<file path="config.mk">
export PLATFORM = sky130hd
export DESIGN_NAME = battery_voltage_gauge_unit_flat
export DESIGN_NICKNAME = d
export VERILOG_FILES = /design/src/hdl/bvg_pkg.sv /design/src/hdl/bvg_if.sv /design/src/hdl/bvg_div.sv /design/src/hdl/battery_voltage_gauge_unit.sv /design/src/flat_wrapper.sv
export SDC_FILE = /design/constraint.sdc
export NUM_CORES = 1
export LEC_CHECK = 0
export ABC_AREA = 1
export BUFFER_PORTS_ARGS = -buffer_cell sky130_fd_sc_hd__buf_2
export CAP_MARGIN = 40
export CORE_ASPECT_RATIO = 1.25
export CORE_MARGIN = 2
export CORE_UTILIZATION = 39
export CTS_CLUSTER_DIAMETER = 100
export DETAILED_ROUTE_END_ITERATION = 16
export PLACE_DENSITY = 0.51
export RECOVER_POWER = 100
export SETUP_SLACK_MARGIN = 0.5
export SYNTH_ARGS = -nofsm -noshare
export SYNTH_HDL_FRONTEND = slang
export SYNTH_SLANG_ARGS = --single-unit
</file>
<file path="constraint.sdc">
create_clock -name i_clk -period 16.75 [get_ports i_clk]
set_clock_uncertainty 0.2 [all_clocks]
set_input_delay 0.8375 -clock i_clk [delete_from_list [all_inputs] [get_ports i_clk]]
set_output_delay 0.8375 -clock i_clk [all_outputs]
set_load 0.005 [all_outputs]
</file>
<file path="src/hdl/bvg_pkg.sv">
`timescale 1ns / 1ps
// Shared types, constants and the calibration table of the battery voltage gauge.
// No dependencies.
package bvg_pkg;

    localparam int SAMPLES_DEF  = 30;
    localparam int TABLE_POINTS = 70;
    localparam int IDX_W        = $clog2(TABLE_POINTS);

    localparam int SAMPLE_W = 12;
    localparam int SUM_W    = 17;
    localparam int COUNT_W  = 6;
    localparam int PACK_W   = 15;
    localparam int CELL_W   = 14;
    localparam int PCT_W    = 7;
    localparam int CC_W     = 3;
    localparam int CUT_W    = 13;

    localparam int DIV_NUM_W = 27;
    localparam int DIV_DEN_W = 13;

    localparam logic CFG_CELL_COUNT = 1'b0;
    localparam logic CFG_CUTOFF_MV  = 1'b1;

    localparam logic [CC_W-1:0]  CELL_COUNT_RST = 3'd2;
    localparam logic [CUT_W-1:0] CUTOFF_RST     = 13'd3000;
    localparam logic [CC_W-1:0]  CELLS_MIN      = 3'd2;
    localparam logic [CC_W-1:0]  CELLS_MAX      = 3'd6;
    localparam logic [PCT_W-1:0] PERCENT_FULL   = 7'd100;

    typedef enum logic [3:0] {
        ST_IDLE,
        ST_AVG_GO,
        ST_AVG_WAIT,
        ST_SEARCH,
        ST_EDGE,
        ST_INT_MUL,
        ST_INT_GO,
        ST_INT_WAIT,
        ST_CELL_GO,
        ST_CELL_WAIT,
        ST_PCT_CHK,
        ST_PCT_MUL,
        ST_PCT_GO,
        ST_PCT_WAIT,
        ST_DONE
    } t_state;

    localparam logic [SAMPLE_W-1:0] CAL_CODE [0:TABLE_POINTS-1] = '{
        12'd4095, 12'd4080, 12'd4022, 12'd3969, 12'd3914, 12'd3861, 12'd3803, 12'd3755,
        12'd3705, 12'd3658, 12'd3610, 12'd3561, 12'd3516, 12'd3473, 12'd3433, 12'd3393,
        12'd3353, 12'd3316, 12'd3279, 12'd3244, 12'd3205, 12'd3170, 12'd3136, 12'd3100,
        12'd3044, 12'd2992, 12'd2941, 12'd2891, 12'd2840, 12'd2793, 12'd2741, 12'd2692,
        12'd2642, 12'd2593, 12'd2540, 12'd2491, 12'd2443, 12'd2393, 12'd2347, 12'd2296,
        12'd2251, 12'd2202, 12'd2155, 12'd2105, 12'd2056, 12'd2001, 12'd1953, 12'd1889,
        12'd1823, 12'd1758, 12'd1692, 12'd1626, 12'd1562, 12'd1489, 12'd1424, 12'd1359,
        12'd1294, 12'd1228, 12'd1161, 12'd1095, 12'd1030, 12'd959,  12'd894,  12'd829,
        12'd763,  12'd715,  12'd650,  12'd586,  12'd556,  12'd499
    };

    localparam logic [PACK_W-1:0] CAL_MV [0:TABLE_POINTS-1] = '{
        15'd24340, 15'd24140, 15'd23940, 15'd23740, 15'd23540, 15'd23340, 15'd23140,
        15'd22940, 15'd22740, 15'd22540, 15'd22340, 15'd22140, 15'd21940, 15'd21730,
        15'd21530, 15'd21330, 15'd21130, 15'd20930, 15'd20730, 15'd20530, 15'd20330,
        15'd20130, 15'd19930, 15'd19730, 15'd19430, 15'd19130, 15'd18830, 15'd18530,
        15'd18230, 15'd17930, 15'd17630, 15'd17330, 15'd17030, 15'd16730, 15'd16430,
        15'd16120, 15'd15820, 15'd15520, 15'd15220, 15'd14920, 15'd14620, 15'd14320,
        15'd14020, 15'd13720, 15'd13420, 15'd13120, 15'd12820, 15'd12420, 15'd12020,
        15'd11620, 15'd11220, 15'd10810, 15'd10410, 15'd10010, 15'd9610,  15'd9210,
        15'd8810,  15'd8410,  15'd8010,  15'd7610,  15'd7210,  15'd6810,  15'd6410,
        15'd6010,  15'd5610,  15'd5310,  15'd4910,  15'd4510,  15'd4210,  15'd4010
    };

endpackage

</file>
<file path="src/hdl/bvg_if.sv">
`timescale 1ns / 1ps
// Valid/ready stream interfaces for the sample input and the gauge result output.
// Depends on bvg_pkg for field widths.
interface bvg_in_if;
    logic                             valid;
    logic                             ready;
    logic [bvg_pkg::SAMPLE_W-1:0]     adc_sample;
    modport source (output valid, output adc_sample, input ready);
    modport sink (input valid, input adc_sample, output ready);
endinterface

interface bvg_out_if;
    logic                             valid;
    logic                             ready;
    logic [bvg_pkg::SAMPLE_W-1:0]     avg_code;
    logic [bvg_pkg::PACK_W-1:0]       pack_mv;
    logic [bvg_pkg::CELL_W-1:0]       cell_mv;
    logic [bvg_pkg::PCT_W-1:0]        charge_percent;
    modport source (output valid, output avg_code, output pack_mv, output cell_mv,
                    output charge_percent, input ready);
    modport sink (input valid, input avg_code, input pack_mv, input cell_mv,
                  input charge_percent, output ready);
endinterface

</file>
<file path="src/hdl/bvg_div.sv">
`timescale 1ns / 1ps
// Restoring divider that produces one quotient bit per cycle.
// No package dependencies.
module bvg_div #(
    parameter int NUM_W = 27,
    parameter int DEN_W = 13
) (
    input  logic             i_clk,
    input  logic             i_rst_n,
    input  logic             i_start,
    input  logic [NUM_W-1:0] i_num,
    input  logic [DEN_W-1:0] i_den,
    output logic             o_done,
    output logic [NUM_W-1:0] o_quot
);
    localparam int CNT_W = $clog2(NUM_W + 1);

    logic [NUM_W-1:0] r_q, n_q;
    logic [DEN_W-1:0] r_rem, n_rem;
    logic [DEN_W-1:0] r_den;
    logic [CNT_W-1:0] r_cnt, n_cnt;
    logic             r_busy, n_busy;
    logic             r_done, n_done;
    logic [DEN_W:0]   trial;

    always_comb begin
        trial  = {r_rem, r_q[NUM_W-1]};
        n_q    = r_q;
        n_rem  = r_rem;
        n_cnt  = r_cnt;
        n_busy = r_busy;
        n_done = 1'b0;
        if (i_start) begin
            n_q    = i_num;
            n_rem  = '0;
            n_cnt  = CNT_W'(NUM_W);
            n_busy = 1'b1;
        end else if (r_busy) begin
            if (trial >= {1'b0, r_den}) begin
                n_rem = DEN_W'(trial - {1'b0, r_den});
                n_q   = {r_q[NUM_W-2:0], 1'b1};
            end else begin
                n_rem = trial[DEN_W-1:0];
                n_q   = {r_q[NUM_W-2:0], 1'b0};
            end
            n_cnt = r_cnt - 1'b1;
            if (r_cnt == CNT_W'(1)) begin
                n_busy = 1'b0;
                n_done = 1'b1;
            end
        end
    end

    always_ff @(posedge i_clk) begin
        if (!i_rst_n) begin
            r_busy <= 1'b0;
            r_done <= 1'b0;
            r_cnt  <= '0;
        end else begin
            r_busy <= n_busy;
            r_done <= n_done;
            r_cnt  <= n_cnt;
        end
        r_q   <= n_q;
        r_rem <= n_rem;
        if (i_start) begin
            r_den <= i_den;
        end
    end

    assign o_done = r_done;
    assign o_quot = r_q;
endmodule

</file>
<file path="src/hdl/battery_voltage_gauge_unit.sv">
`timescale 1ns / 1ps
// Top level of the battery voltage gauge: sample accumulation, table search and sequencer.
// Depends on bvg_pkg, bvg_if and bvg_div.
//
//  Channel   Direction  Transaction
//  i_in      in         one 12-bit ADC sample
//  o_out     out        avg_code, pack_mv, cell_mv, charge_percent
//  i_cfg_*   in         register write, index 0 cell_count, 1 cutoff_mv
//
// A sample that does not close a window is accepted whenever the unit is idle.
// The closing sample starts a conversion of up to four divisions on the shared divider
// (start, 27 quotient bits, done) plus a table search over up to 70 points and
// a few sequencing states before the result is valid.
// Reset is synchronous and active low; no clearing pass is needed.
// The closing sample is held off while a previous result waits on o_out.
module battery_voltage_gauge_unit #(
    parameter int SAMPLES = bvg_pkg::SAMPLES_DEF
) (
    input  logic                        i_clk,
    input  logic                        i_rst_n,
    bvg_in_if.sink                      i_in,
    bvg_out_if.source                   o_out,
    input  logic                        i_cfg_we,
    input  logic                        i_cfg_idx,
    input  logic [bvg_pkg::CUT_W-1:0]   i_cfg_data
);
    localparam int LAST = bvg_pkg::TABLE_POINTS - 1;
    localparam int NW   = bvg_pkg::DIV_NUM_W;
    localparam int DW   = bvg_pkg::DIV_DEN_W;

    bvg_pkg::t_state r_state, n_state;

    logic [bvg_pkg::CC_W-1:0]     r_cell_count;
    logic [bvg_pkg::CUT_W-1:0]    r_cutoff;
    logic [bvg_pkg::SUM_W-1:0]    r_sum, n_sum;
    logic [bvg_pkg::COUNT_W-1:0]  r_count, n_count;
    logic [bvg_pkg::SAMPLE_W-1:0] r_avg, n_avg;
    logic [bvg_pkg::IDX_W-1:0]    r_idx, n_idx;
    logic [bvg_pkg::SAMPLE_W-1:0] r_x1, n_x1;
    logic [bvg_pkg::PACK_W-1:0]   r_y1, n_y1;
    logic [bvg_pkg::PACK_W-1:0]   r_pack, n_pack;
    logic [bvg_pkg::CELL_W-1:0]   r_cell, n_cell;
    logic [bvg_pkg::PCT_W-1:0]    r_pct, n_pct;
    logic [14:0]                  r_mul_a, n_mul_a;
    logic [11:0]                  r_mul_b, n_mul_b;
    logic [NW-1:0]                r_prod;
    logic [DW-1:0]                r_dvs, n_dvs;
    logic                         r_out_valid, n_out_valid;

    logic                         in_acc;
    logic                         last_sample;
    logic [bvg_pkg::SAMPLE_W-1:0] code_i, code_p;
    logic [bvg_pkg::PACK_W-1:0]   mv_i, mv_p;
    logic [bvg_pkg::CC_W-1:0]     cells;
    logic signed [15:0]           pct_num, pct_den;
    logic                         div_start, div_done;
    logic [NW-1:0]                div_num, div_quot;
    logic [DW-1:0]                div_den;

    assign last_sample = (r_count == bvg_pkg::COUNT_W'(SAMPLES - 1));
    assign i_in.ready  = (r_state == bvg_pkg::ST_IDLE) && !(r_out_valid && last_sample);
    assign in_acc      = i_in.valid && i_in.ready;

    assign code_i = bvg_pkg::CAL_CODE[r_idx];
    assign mv_i   = bvg_pkg::CAL_MV[r_idx];
    assign code_p = bvg_pkg::CAL_CODE[r_idx - 1'b1];
    assign mv_p   = bvg_pkg::CAL_MV[r_idx - 1'b1];

    always_comb begin
        if (r_cell_count < bvg_pkg::CELLS_MIN) begin
            cells = bvg_pkg::CELLS_MIN;
        end else if (r_cell_count > bvg_pkg::CELLS_MAX) begin
            cells = bvg_pkg::CELLS_MAX;
        end else begin
            cells = r_cell_count;
        end
    end

    assign pct_num = $signed({2'b00, r_cell}) + 16'sd20 - $signed({3'b000, r_cutoff});
    assign pct_den = 16'sd4220 - $signed({3'b000, r_cutoff});

    always_comb begin
        div_start = 1'b0;
        div_num   = r_prod;
        div_den   = r_dvs;
        case (r_state)
            bvg_pkg::ST_AVG_GO: begin
                div_start = 1'b1;
                div_num   = NW'(r_sum);
                div_den   = DW'(SAMPLES);
            end
            bvg_pkg::ST_INT_GO: begin
                div_start = 1'b1;
            end
            bvg_pkg::ST_CELL_GO: begin
                div_start = 1'b1;
                div_num   = NW'(r_pack);
                div_den   = DW'(cells);
            end
            bvg_pkg::ST_PCT_GO: begin
                div_start = 1'b1;
            end
            default: begin
                div_start = 1'b0;
            end
        endcase
    end

    bvg_div #(
        .NUM_W (NW),
        .DEN_W (DW)
    ) u_div (
        .i_clk   (i_clk),
        .i_rst_n (i_rst_n),
        .i_start (div_start),
        .i_num   (div_num),
        .i_den   (div_den),
        .o_done  (div_done),
        .o_quot  (div_quot)
    );

    always_comb begin
        n_state     = r_state;
        n_sum       = r_sum;
        n_count     = r_count;
        n_avg       = r_avg;
        n_idx       = r_idx;
        n_x1        = r_x1;
        n_y1        = r_y1;
        n_pack      = r_pack;
        n_cell      = r_cell;
        n_pct       = r_pct;
        n_mul_a     = r_mul_a;
        n_mul_b     = r_mul_b;
        n_dvs       = r_dvs;
        n_out_valid = r_out_valid && !o_out.ready;
        case (r_state)
            bvg_pkg::ST_IDLE: begin
                if (in_acc) begin
                    n_sum   = r_sum + bvg_pkg::SUM_W'(i_in.adc_sample);
                    n_count = r_count + 1'b1;
                    if (last_sample) begin
                        n_state = bvg_pkg::ST_AVG_GO;
                    end
                end
            end
            bvg_pkg::ST_AVG_GO: begin
                n_state = bvg_pkg::ST_AVG_WAIT;
            end
            bvg_pkg::ST_AVG_WAIT: begin
                if (div_done) begin
                    n_avg   = div_quot[bvg_pkg::SAMPLE_W-1:0];
                    n_sum   = '0;
                    n_count = '0;
                    n_idx   = '0;
                    n_state = bvg_pkg::ST_SEARCH;
                end
            end
            bvg_pkg::ST_SEARCH: begin
                if (r_avg >= code_i) begin
                    if (r_idx == '0) begin
                        n_pack  = mv_i;
                        n_state = bvg_pkg::ST_CELL_GO;
                    end else begin
                        n_x1    = code_i;
                        n_y1    = mv_i;
                        n_state = bvg_pkg::ST_EDGE;
                    end
                end else if (r_idx == bvg_pkg::IDX_W'(LAST)) begin
                    n_pack  = mv_i;
                    n_state = bvg_pkg::ST_CELL_GO;
                end else begin
                    n_idx = r_idx + 1'b1;
                end
            end
            bvg_pkg::ST_EDGE: begin
                if (code_p <= r_x1 || mv_p < r_y1) begin
                    n_pack  = r_y1;
                    n_state = bvg_pkg::ST_CELL_GO;
                end else begin
                    n_mul_a = mv_p - r_y1;
                    n_mul_b = r_avg - r_x1;
                    n_dvs   = DW'(code_p - r_x1);
                    n_state = bvg_pkg::ST_INT_MUL;
                end
            end
            bvg_pkg::ST_INT_MUL: begin
                n_state = bvg_pkg::ST_INT_GO;
            end
            bvg_pkg::ST_INT_GO: begin
                n_state = bvg_pkg::ST_INT_WAIT;
            end
            bvg_pkg::ST_INT_WAIT: begin
                if (div_done) begin
                    n_pack  = r_y1 + div_quot[bvg_pkg::PACK_W-1:0];
                    n_state = bvg_pkg::ST_CELL_GO;
                end
            end
            bvg_pkg::ST_CELL_GO: begin
                n_state = bvg_pkg::ST_CELL_WAIT;
            end
            bvg_pkg::ST_CELL_WAIT: begin
                if (div_done) begin
                    n_cell  = div_quot[bvg_pkg::CELL_W-1:0];
                    n_state = bvg_pkg::ST_PCT_CHK;
                end
            end
            bvg_pkg::ST_PCT_CHK: begin
                if (pct_num <= 16'sd0) begin
                    n_pct   = '0;
                    n_state = bvg_pkg::ST_DONE;
                end else if (pct_den <= 16'sd0) begin
                    n_pct   = bvg_pkg::PERCENT_FULL;
                    n_state = bvg_pkg::ST_DONE;
                end else begin
                    n_mul_a = pct_num[14:0];
                    n_mul_b = 12'(bvg_pkg::PERCENT_FULL);
                    n_dvs   = pct_den[DW-1:0];
                    n_state = bvg_pkg::ST_PCT_MUL;
                end
            end
            bvg_pkg::ST_PCT_MUL: begin
                n_state = bvg_pkg::ST_PCT_GO;
            end
            bvg_pkg::ST_PCT_GO: begin
                n_state = bvg_pkg::ST_PCT_WAIT;
            end
            bvg_pkg::ST_PCT_WAIT: begin
                if (div_done) begin
                    if (div_quot > NW'(bvg_pkg::PERCENT_FULL)) begin
                        n_pct = bvg_pkg::PERCENT_FULL;
                    end else begin
                        n_pct = div_quot[bvg_pkg::PCT_W-1:0];
                    end
                    n_state = bvg_pkg::ST_DONE;
                end
            end
            bvg_pkg::ST_DONE: begin
                n_out_valid = 1'b1;
                n_state     = bvg_pkg::ST_IDLE;
            end
            default: begin
                n_state = bvg_pkg::ST_IDLE;
            end
        endcase
    end

    always_ff @(posedge i_clk) begin
        if (!i_rst_n) begin
            r_state <= bvg_pkg::ST_IDLE;
        end else begin
            r_state <= n_state;
        end
    end

    always_ff @(posedge i_clk) begin
        if (!i_rst_n) begin
            r_sum        <= '0;
            r_count      <= '0;
            r_out_valid  <= 1'b0;
            r_cell_count <= bvg_pkg::CELL_COUNT_RST;
            r_cutoff     <= bvg_pkg::CUTOFF_RST;
        end else begin
            r_sum       <= n_sum;
            r_count     <= n_count;
            r_out_valid <= n_out_valid;
            if (i_cfg_we && i_cfg_idx == bvg_pkg::CFG_CELL_COUNT) begin
                r_cell_count <= i_cfg_data[bvg_pkg::CC_W-1:0];
            end
            if (i_cfg_we && i_cfg_idx == bvg_pkg::CFG_CUTOFF_MV) begin
                r_cutoff <= i_cfg_data;
            end
        end
        r_avg   <= n_avg;
        r_idx   <= n_idx;
        r_x1    <= n_x1;
        r_y1    <= n_y1;
        r_pack  <= n_pack;
        r_cell  <= n_cell;
        r_pct   <= n_pct;
        r_mul_a <= n_mul_a;
        r_mul_b <= n_mul_b;
        r_dvs   <= n_dvs;
        r_prod  <= NW'(r_mul_a) * NW'(r_mul_b);
    end

    assign o_out.valid          = r_out_valid;
    assign o_out.avg_code       = r_avg;
    assign o_out.pack_mv        = r_pack;
    assign o_out.cell_mv        = r_cell;
    assign o_out.charge_percent = r_pct;

    a_busy_not_ready: assert property (@(posedge i_clk) disable iff (!i_rst_n)
        r_state != bvg_pkg::ST_IDLE |-> !i_in.ready)
        else $error("input ready while a conversion is running");

    a_count_in_window: assert property (@(posedge i_clk) disable iff (!i_rst_n)
        r_count <= bvg_pkg::COUNT_W'(SAMPLES))
        else $error("sample count left the window");

    a_pct_range: assert property (@(posedge i_clk) disable iff (!i_rst_n)
        o_out.valid |-> o_out.charge_percent <= bvg_pkg::PERCENT_FULL)
        else $error("charge percent above full");

    a_div_done_expected: assert property (@(posedge i_clk) disable iff (!i_rst_n)
        div_done |-> (r_state == bvg_pkg::ST_AVG_WAIT || r_state == bvg_pkg::ST_INT_WAIT
                      || r_state == bvg_pkg::ST_CELL_WAIT || r_state == bvg_pkg::ST_PCT_WAIT))
        else $error("divider finished outside a wait state");
endmodule
</file>
<file path="src/flat_wrapper.sv">
// flat-port wrapper written by rule: the top's interface ports become plain ports
module battery_voltage_gauge_unit_flat 
#(
    parameter int SAMPLES = bvg_pkg::SAMPLES_DEF
)
  (i_clk, i_rst_n, i_cfg_we, i_cfg_idx, i_cfg_data, i_in_valid, i_in_adc_sample, i_in_ready, o_out_valid, o_out_avg_code, o_out_pack_mv, o_out_cell_mv, o_out_charge_percent, o_out_ready);
  bvg_in_if i_in_i ();
  bvg_out_if o_out_i ();
  input  logic i_clk;
  input  logic i_rst_n;
  input  logic i_cfg_we;
  input  logic i_cfg_idx;
  input  logic [bvg_pkg::CUT_W-1:0] i_cfg_data;
  input wire logic [$bits(i_in_i.valid)-1:0] i_in_valid;
  input wire logic [$bits(i_in_i.adc_sample)-1:0] i_in_adc_sample;
  output wire logic [$bits(i_in_i.ready)-1:0] i_in_ready;
  output wire logic [$bits(o_out_i.valid)-1:0] o_out_valid;
  output wire logic [$bits(o_out_i.avg_code)-1:0] o_out_avg_code;
  output wire logic [$bits(o_out_i.pack_mv)-1:0] o_out_pack_mv;
  output wire logic [$bits(o_out_i.cell_mv)-1:0] o_out_cell_mv;
  output wire logic [$bits(o_out_i.charge_percent)-1:0] o_out_charge_percent;
  input wire logic [$bits(o_out_i.ready)-1:0] o_out_ready;
  assign i_in_i.valid = i_in_valid;
  assign i_in_i.adc_sample = i_in_adc_sample;
  assign i_in_ready = i_in_i.ready;
  assign o_out_valid = o_out_i.valid;
  assign o_out_avg_code = o_out_i.avg_code;
  assign o_out_pack_mv = o_out_i.pack_mv;
  assign o_out_cell_mv = o_out_i.cell_mv;
  assign o_out_charge_percent = o_out_i.charge_percent;
  assign o_out_i.ready = o_out_ready;
  battery_voltage_gauge_unit #(.SAMPLES(SAMPLES)) u_core (.i_clk(i_clk), .i_rst_n(i_rst_n), .i_in(i_in_i), .o_out(o_out_i), .i_cfg_we(i_cfg_we), .i_cfg_idx(i_cfg_idx), .i_cfg_data(i_cfg_data));
endmodule
</file>
# --- Word-level counts from Yosys, hierarchy flattened ---
# Memory sizes are Yosys's and may differ from the RTL's.
# Index checks and enable logic that the tools add are counted.
word_totals:
  reg_bits: 253
  rom_bits: 6912
  out_inout_bits: 50
  elab_cells: 190
  memories: 4
mem_list:
  columns: ["name", "depth", "word_bits", "read_ports", "rd_ports_with_merged_regs", "wr", "line", "source"]
  rows:
  - ["(name not given)", 128, 15, 1, 0, 0, "battery_voltage_gauge_unit.sv:67", "assign mv_p = bvg_pkg::CAL_MV[r_idx - 1'b1];"]
  - ["(name not given)", 128, 15, 1, 0, 0, "battery_voltage_gauge_unit.sv:65", "assign mv_i = bvg_pkg::CAL_MV[r_idx];"]
  - ["(name not given)", 128, 12, 1, 0, 0, "battery_voltage_gauge_unit.sv:66", "assign code_p = bvg_pkg::CAL_CODE[r_idx - 1'b1];"]
  - ["(name not given)", 128, 12, 1, 0, 0, "battery_voltage_gauge_unit.sv:64", "assign code_i = bvg_pkg::CAL_CODE[r_idx];"]
classes:
  addsub: 13
  n_mul: 1
  order_cmp: 11
  eq_ne: 32
  muxes: 70
  bitwise_logic: 6
  reduce_logical: 29
ops:
  columns: ["cell", "n"]
  rows:
  - ["$mux 15", 12]
  - ["$mux 12", 7]
  - ["$pmux 4 s14", 1]
  - ["$mux 27", 2]
  - ["$pmux 27 s2", 1]
  - ["$mux 13", 4]
  - ["$pmux 13 s2", 2]
  - ["$mux 7", 7]
  - ["$pmux 15 s3", 1]
  - ["$mux 4", 11]
  - ["$mux 17", 2]
  - ["$pmux 17 s2", 1]
  - ["$le 16x1->1 const B", 2]
  - ["$pmux 15 s2", 1]
  - ["$eq 4x4->1 const B", 7]
  - ["$pmux 7 s2", 2]
  - ["$gt 27x7->1 const B", 1]
  - ["$mul 15x12->27", 1]
  - ["$pmux 12 s2", 1]
  - ["$ne 2x2->1 const B", 9]
  - ["$add 17x12->17", 1]
  - ["$eq 4x3->1 const B", 4]
  - ["$ge 8x8->1 const B", 2]
  - ["$not 7->8", 2]
  - ["47 further kinds", 78]

# --- Logic depth before layout (Yosys ltp) ---
logic_depth:
  depth_word: 9
  depth_mapped: 32
  depth_no_buf: 30

# --- Modules after synthesis ---
# A second synthesis with hierarchy kept.
unflattened:
  cells_unflattened: 3450
  hier_area_um2: 25165.4
modules_own_cells:
  columns: ["module", "n_inst", "cells_per_inst", "area_each_um2", "seq_area_each_um2"]
  rows:
  - ["battery_voltage_gauge_unit", 1, 3014, 21732.1, 5054.8]
  - ["bvg_div", 1, 436, 3433.3, 1601.5]

# --- Worst setup path before layout ---
# Ideal clock, no wire load.
synth_timing:
  path_kind: "register -> register"
  start: "reg u_core.r_idx[0] (netlist name)"
  end: "reg u_core.r_dvs[0], enable pin"
  setup_ns: 0.451
  arrival_ns: 6.052
  required_ns: 16.099
  path_slack_ns: 10.047
  path_stages_with_launch: 27
  n_path_buf: 3
  period_less_slack_ns: 6.703
  path_cell_list: "edfxtp_1 -> buf_2 -> inv_1 -> ha_1 -> inv_2 -> ha_1 -> buf_2 -> clkbuf_1 -> nor2_1 -> nor2_1 -> o21ai_0 -> o21ai_0 -> o21ai_0 -> o21ai_0 -> fa_1 -> nand3_1 -> nand2_1 -> nand2_1 -> nand2_1 -> nand2_1 -> nand2_1 -> nand3_1 -> nand2_1 -> nand3_1 -> nand2_1 -> o21ai_0 -> a21oi_1"
synth_via:
  elab_chain_cells: 9
  elab_cells_between_ends: 13
  classes_between: "add/sub: 1; order compare: 2; eq/ne: 1; mux: 4; bitwise: 1; reduce/logical: 2; memory: 2"
synth_rtl:
  columns: ["item", "line", "source"]
  rows:
  - ["start, declared", "battery_voltage_gauge_unit.sv:38", "logic [bvg_pkg::IDX_W-1:0] r_idx, n_idx;"]
  - ["start signal, assigned", "battery_voltage_gauge_unit.sv:275", "r_idx <= n_idx;"]
  - ["$sub 7x1->7 *", "battery_voltage_gauge_unit.sv:66, battery_voltage_gauge_unit.sv:67", null]
  - ["$not 7->8 (not written as such) *", "battery_voltage_gauge_unit.sv:66, battery_voltage_gauge_unit.sv:67", null]
  - ["$mem_v2 128x15 / $mem_v2 128x12 (equally long branches)", null, null]
  - ["$mux 15 (not written as such) / $mux 12 (equally long branches) (2 in series)", "battery_voltage_gauge_unit.sv:67, battery_voltage_gauge_unit.sv:66", null]
  - ["$lt 15x15->1 / $le 12x12->1 (equally long branches)", "battery_voltage_gauge_unit.sv:177", "if (code_p <= r_x1 || mv_p < r_y1) begin"]
  - ["$logic_or 1x1->1 *", "battery_voltage_gauge_unit.sv:177", null]
  - ["$ne 2x2->1 (no line) *", null, null]
  - ["$reduce_and 4->1 (no line) *", null, null]
  - ["end signal, assigned", "battery_voltage_gauge_unit.sv:283", "r_dvs <= n_dvs;"]
  - ["end, declared", "battery_voltage_gauge_unit.sv:47", "logic [DW-1:0] r_dvs, n_dvs;"]
# Every way passes the cells marked *; elsewhere a longest branch is shown, timed or not. The select of a mux whose other input is x is not followed.
# A chain may end at the register's enable or synchronous reset.

# --- Worst setup path in the final report ---
layout_timing:
  start: "reg u_core.r_idx[0] (netlist name)"
  end: "reg u_core.r_mul_a[0], enable pin"
layout_via:
  elab_chain_cells: 9
  elab_cells_between_ends: 13
  classes_between: "add/sub: 1; order compare: 2; eq/ne: 1; mux: 4; bitwise: 1; reduce/logical: 2; memory: 2"
layout_rtl:
  columns: ["item", "line", "source"]
  rows:
  - ["$sub 7x1->7 *", "battery_voltage_gauge_unit.sv:66, battery_voltage_gauge_unit.sv:67", null]
  - ["$not 7->8 (not written as such) *", "battery_voltage_gauge_unit.sv:66, battery_voltage_gauge_unit.sv:67", null]
  - ["$mem_v2 128x15 / $mem_v2 128x12 (equally long branches)", null, null]
  - ["$mux 15 (not written as such) / $mux 12 (equally long branches) (2 in series)", "battery_voltage_gauge_unit.sv:67, battery_voltage_gauge_unit.sv:66", null]
  - ["$lt 15x15->1 / $le 12x12->1 (equally long branches)", "battery_voltage_gauge_unit.sv:177", null]
  - ["$logic_or 1x1->1 *", "battery_voltage_gauge_unit.sv:177", null]
  - ["$ne 2x2->1 (no line) *", null, null]
  - ["$reduce_and 4->1 (no line) *", null, null]
  - ["end signal, assigned", "battery_voltage_gauge_unit.sv:281", "r_mul_a <= n_mul_a;"]
  - ["end, declared", "battery_voltage_gauge_unit.sv:44", "logic [14:0] r_mul_a, n_mul_a;"]
# Marked as above.

==> impl_metrics.csv <==
group,metric,value,unit
power,power_density,72.6,mW/mm²
timing,timing.final.crit_share,57.7,%
timing,fmax,104,MHz
timing,slew_viol_final,197,
timing,rsz0062_at_grt,"no",
worst_setup_path,critPathMaxFanout,40,
synth,synth_area,0.0244,mm²
cts,cts_root_buf,"clkbuf_16",
timing,slew_headroom,-47.9,%
global_routing,first_global_vias,23700,
floorplanning,start_util,39.4,%
timing,hold_viol_final,0,
floorplanning,io_pins,81,
placement,portBuffers,80,
synth,synth.avg_cell_area,7.42,µm²
cts,postCtsHoldBufs,0,
global_routing,grt-ovfl-total,0,
detailed_routing,dr.pass1.iters,6,
synth,seq_area_frac_synth,27.3,%
placement,hpwl,79200,µm
power,vdd_ir_drop_max,0.0679,mV
worst_hold_path,hold_path.class,"reg2reg",
synth,synth-simple-area-share,21.8,%
run_status,status,"finished, violations left",
timing,setup_tns,0,ns
synth,muxShareOfSynthArea,0.0410,%
synth,synth_area_leader_cell,"edfxtp_1",
timing,setup_viol,0,
synth,syn_inst,3288,
cts,cts_tree,"built",
cts,cts_htree_levels,1,
global_routing,track_usage,30.4,%
synth,ys_seq_elements,252,
detailed_routing,vias,23300,
cts,path_clk_slew,0.07,ns
synth,synth_nets,3667,
cts,cts-resized-gates,0,
synth,ys.flop_type,"edfxtp_1",
detailed_routing,first_iter_violations,1970,
worst_setup_path,slowest_delay,1.52,ns
worst_setup_path,crit_arrival,9.61,ns
floorplanning,die_w,228,µm
synth,synth_compound_area_share,16.3,%
cells_and_area,drive_gt1_share,4.40,%
detailed_routing,ant_nets,0,
floorplanning,fp-row-count,102,
worst_setup_path,crit_type,"reg2reg",
power,p_leak,12.5,nW
cts,cts_sinks,252,
worst_setup_path,end_kind,"register",
worst_setup_path,cp_cell_sequence,"inv_1 -> ha_1 -> inv_1 -> ha_1 -> clkbuf_1 -> inv_1 -> ha_1 -> inv_1 -> nand2_1 -> nand3_1 -> o221ai_1 -> a221oi_1 -> ha_1 -> nand2_1 -> nand2_1 -> a21oi_1 -> inv_1 -> nand3_1 -> nand2_1 -> nand3_1 -> nand2_1 -> o21ai_0 -> a21oi_4 -> clkbuf_1",
detailed_routing,drc,0,
global_routing,grt_pass1_wl,148000,µm
synth,synth_top_family_by_area,"adder cells",
floorplanning,die-height,284,µm
cts,clkLatencyLatePin,0.59,ns
synth,synth_enable_flop_cells,161,
synth,yosys-top-cells-area,"edfxtp_1 (20%), nand2_1 (12%), fa_1 (11%), ha_1 (11%), inv_1 (8.2%)",
timing,tightest_slew,2.22,ns
synth,post-synth-top-count-cell,"nand2_1",
timing,timing.hold.ws,0.279,ns
cts,cts_max_path_buffers,3,
global_routing,antenna_found_initial,1,
flow_run,max_cap_violations,5,
floorplanning,dieArea,0.0646,mm²
detailed_routing,routed_wl,100000,µm
worst_setup_path,start_kind,"register",
detailed_routing,wire_per_inst,24.0,µm
worst_setup_path,cp.required,16.70,ns
synth,yosys.area.top_type_share,19.8,%
run_status,violations,"capacitance limit, slew limit",
placement,gp_congestion,1.02,
floorplanning,core,0.0619,mm²
cts,numCtsBuffers,27,
cts,postCtsSetupBuffers,0,
synth,synth_warnings,0,
cells_and_area,layout.nets,3698,
worst_setup_path,cp_top_family,"buffers and inverters",
synth,synth_adder_area_share,22.1,%
global_routing,grt_start_max_net_pins,49,
worst_setup_path,critPathSlowestCell,"clkbuf_1",
synth,synthArstFlopShare,0,%
synth,synth_common_cells,"nand2_1 (749), inv_1 (534), nor2_1 (281)",
worst_setup_path,cp_num_buf_inv,7,
synth,synth_cell_type_count,61,
cells_and_area,area_growth,8.34,%
detailed_routing,vias_per_cell,5.59,
synth,synthXorXnorAreaFrac,2.15,%
timing,period_needed,9.66,ns
==> power by group <==
part           switching, W  internal (W)
logic              0.000300      0.000146
registers         0.0000750      0.000748
clock network      0.000273      0.000378
total              0.000648       0.00127
==> stage by stage <==
| step | utilization [%] | std cells | power [W] | setup slack [ns] | area [µm²] |
|---|---|---|---|---|---|
| final | 42.7 | 4172 | 0.00192 | 7.09 | 26400 |
| after global routing | 42.7 | 4171 | 0.00202 | 6.55 | 26400 |
| after CTS | 43.1 | 4171 | 0.00195 | 9.80 | 26700 |
| after detailed placement | 41.5 | 4122 | 0.00129 | 9.83 | 25700 |
| after global placement | 41.4 | 4116 | 0.00127 | 9.66 | 25600 |
| after floorplan | - | 3288 | 0.00113 | 10.05 | 24400 |
==> routing by layer <==
metal | vias to the layer above | routed length (µm) | share of wire (%) | GRT usage (%)
met2 | 846 | 50000 | 50 | 54.6
met1 | 11300 | 37800 | 38 | 34.5
met4 | 0 | 7610 | 7.6 | 20.0
li1 | 10900 | - | - | -
met5 | - | 0 | 0 | 0
met3 | 293 | 4520 | 4.5 | 2.68
==> final timing paths <==
path,from,to,slack (ns),cells after the start
worst min register to register,u_core.r_count[5]$_SDFFE_PN0P_,u_core.r_count[5]$_SDFFE_PN0P_,0.28,2
worst min-delay path,u_core.r_count[5]$_SDFFE_PN0P_,u_core.r_count[5]$_SDFFE_PN0P_,0.28,2
worst max register to register,u_core.r_idx[0]$_SDFFCE_PN0P_,u_core.r_mul_a[0]$_SDFFCE_PN0P_,7.09,24
worst max-delay path,u_core.r_idx[0]$_SDFFCE_PN0P_,u_core.r_mul_a[0]$_SDFFCE_PN0P_,7.09,24
==> cell type report <==
type | instances | area (µm²)
Multi-Input combinational cell | 2373 | 15200
Clock inverter | 16 | 210
Sequential cell | 252 | 6660
Inverter | 557 | 2090
Clock buffer | 33 | 739
Antenna cell | 1 | 2.50
Timing Repair Buffer | 108 | 522
Fill cell | 6495 | 35500
Tap cell | 832 | 1040
==> state kept, by name, indices dropped and copies added (netlist names), 14 cells and up <==
| register | count |
|---|---|
| u_core.r_y1 | 14 |
| u_core.u_div.o_quot | 27 |
| u_core.o_out.pack_mv | 15 |
| u_core.r_prod | 27 |
| u_core.o_out.cell_mv | 14 |
| u_core.r_mul_a | 15 |
| u_core.r_sum | 17 |
==> cells in the final DEF (no fill, tap or decap), drive strengths merged, types with 10 or more instances in the layout <==
master | synthesis | final
edfxtp | 161 | 161
nor3 | 34 | 34
xnor2 | 23 | 23
o21bai | 10 | 10
o21ai | 239 | 239
a21oi | 234 | 234
buf | 36 | 63
nand2 | 756 | 756
fa | 138 | 138
a221oi | 14 | 14
o221ai | 15 | 15
o31ai | 13 | 13
a31oi | 26 | 26
nand4 | 29 | 29
ha | 210 | 210
a211oi | 14 | 14
xor2 | 37 | 37
inv | 551 | 552
o22ai | 15 | 15
dfxtp | 91 | 91
nor2 | 294 | 294
clkinv | 6 | 13
nand3 | 148 | 148
clkbuf | 70 | 78
o211ai | 31 | 31
==> logic make-up after synthesis <==
group / Yosys count
AOI/OAI and AO/OA: 679
xor gates and xnor gates: 60
adders and majority gates: 348
buffers and inverters: 663
DFF: 252
muxes: 1
and+or+nand+nor: 1285
==> worst min-delay path, stage by stage, from the launching register on <==
cell and delay [ns]:
dfxtp_1 0.30, inv_1 0.07, a21oi_1 0.06
Note: power is estimated with default switching activity, not from simulation.
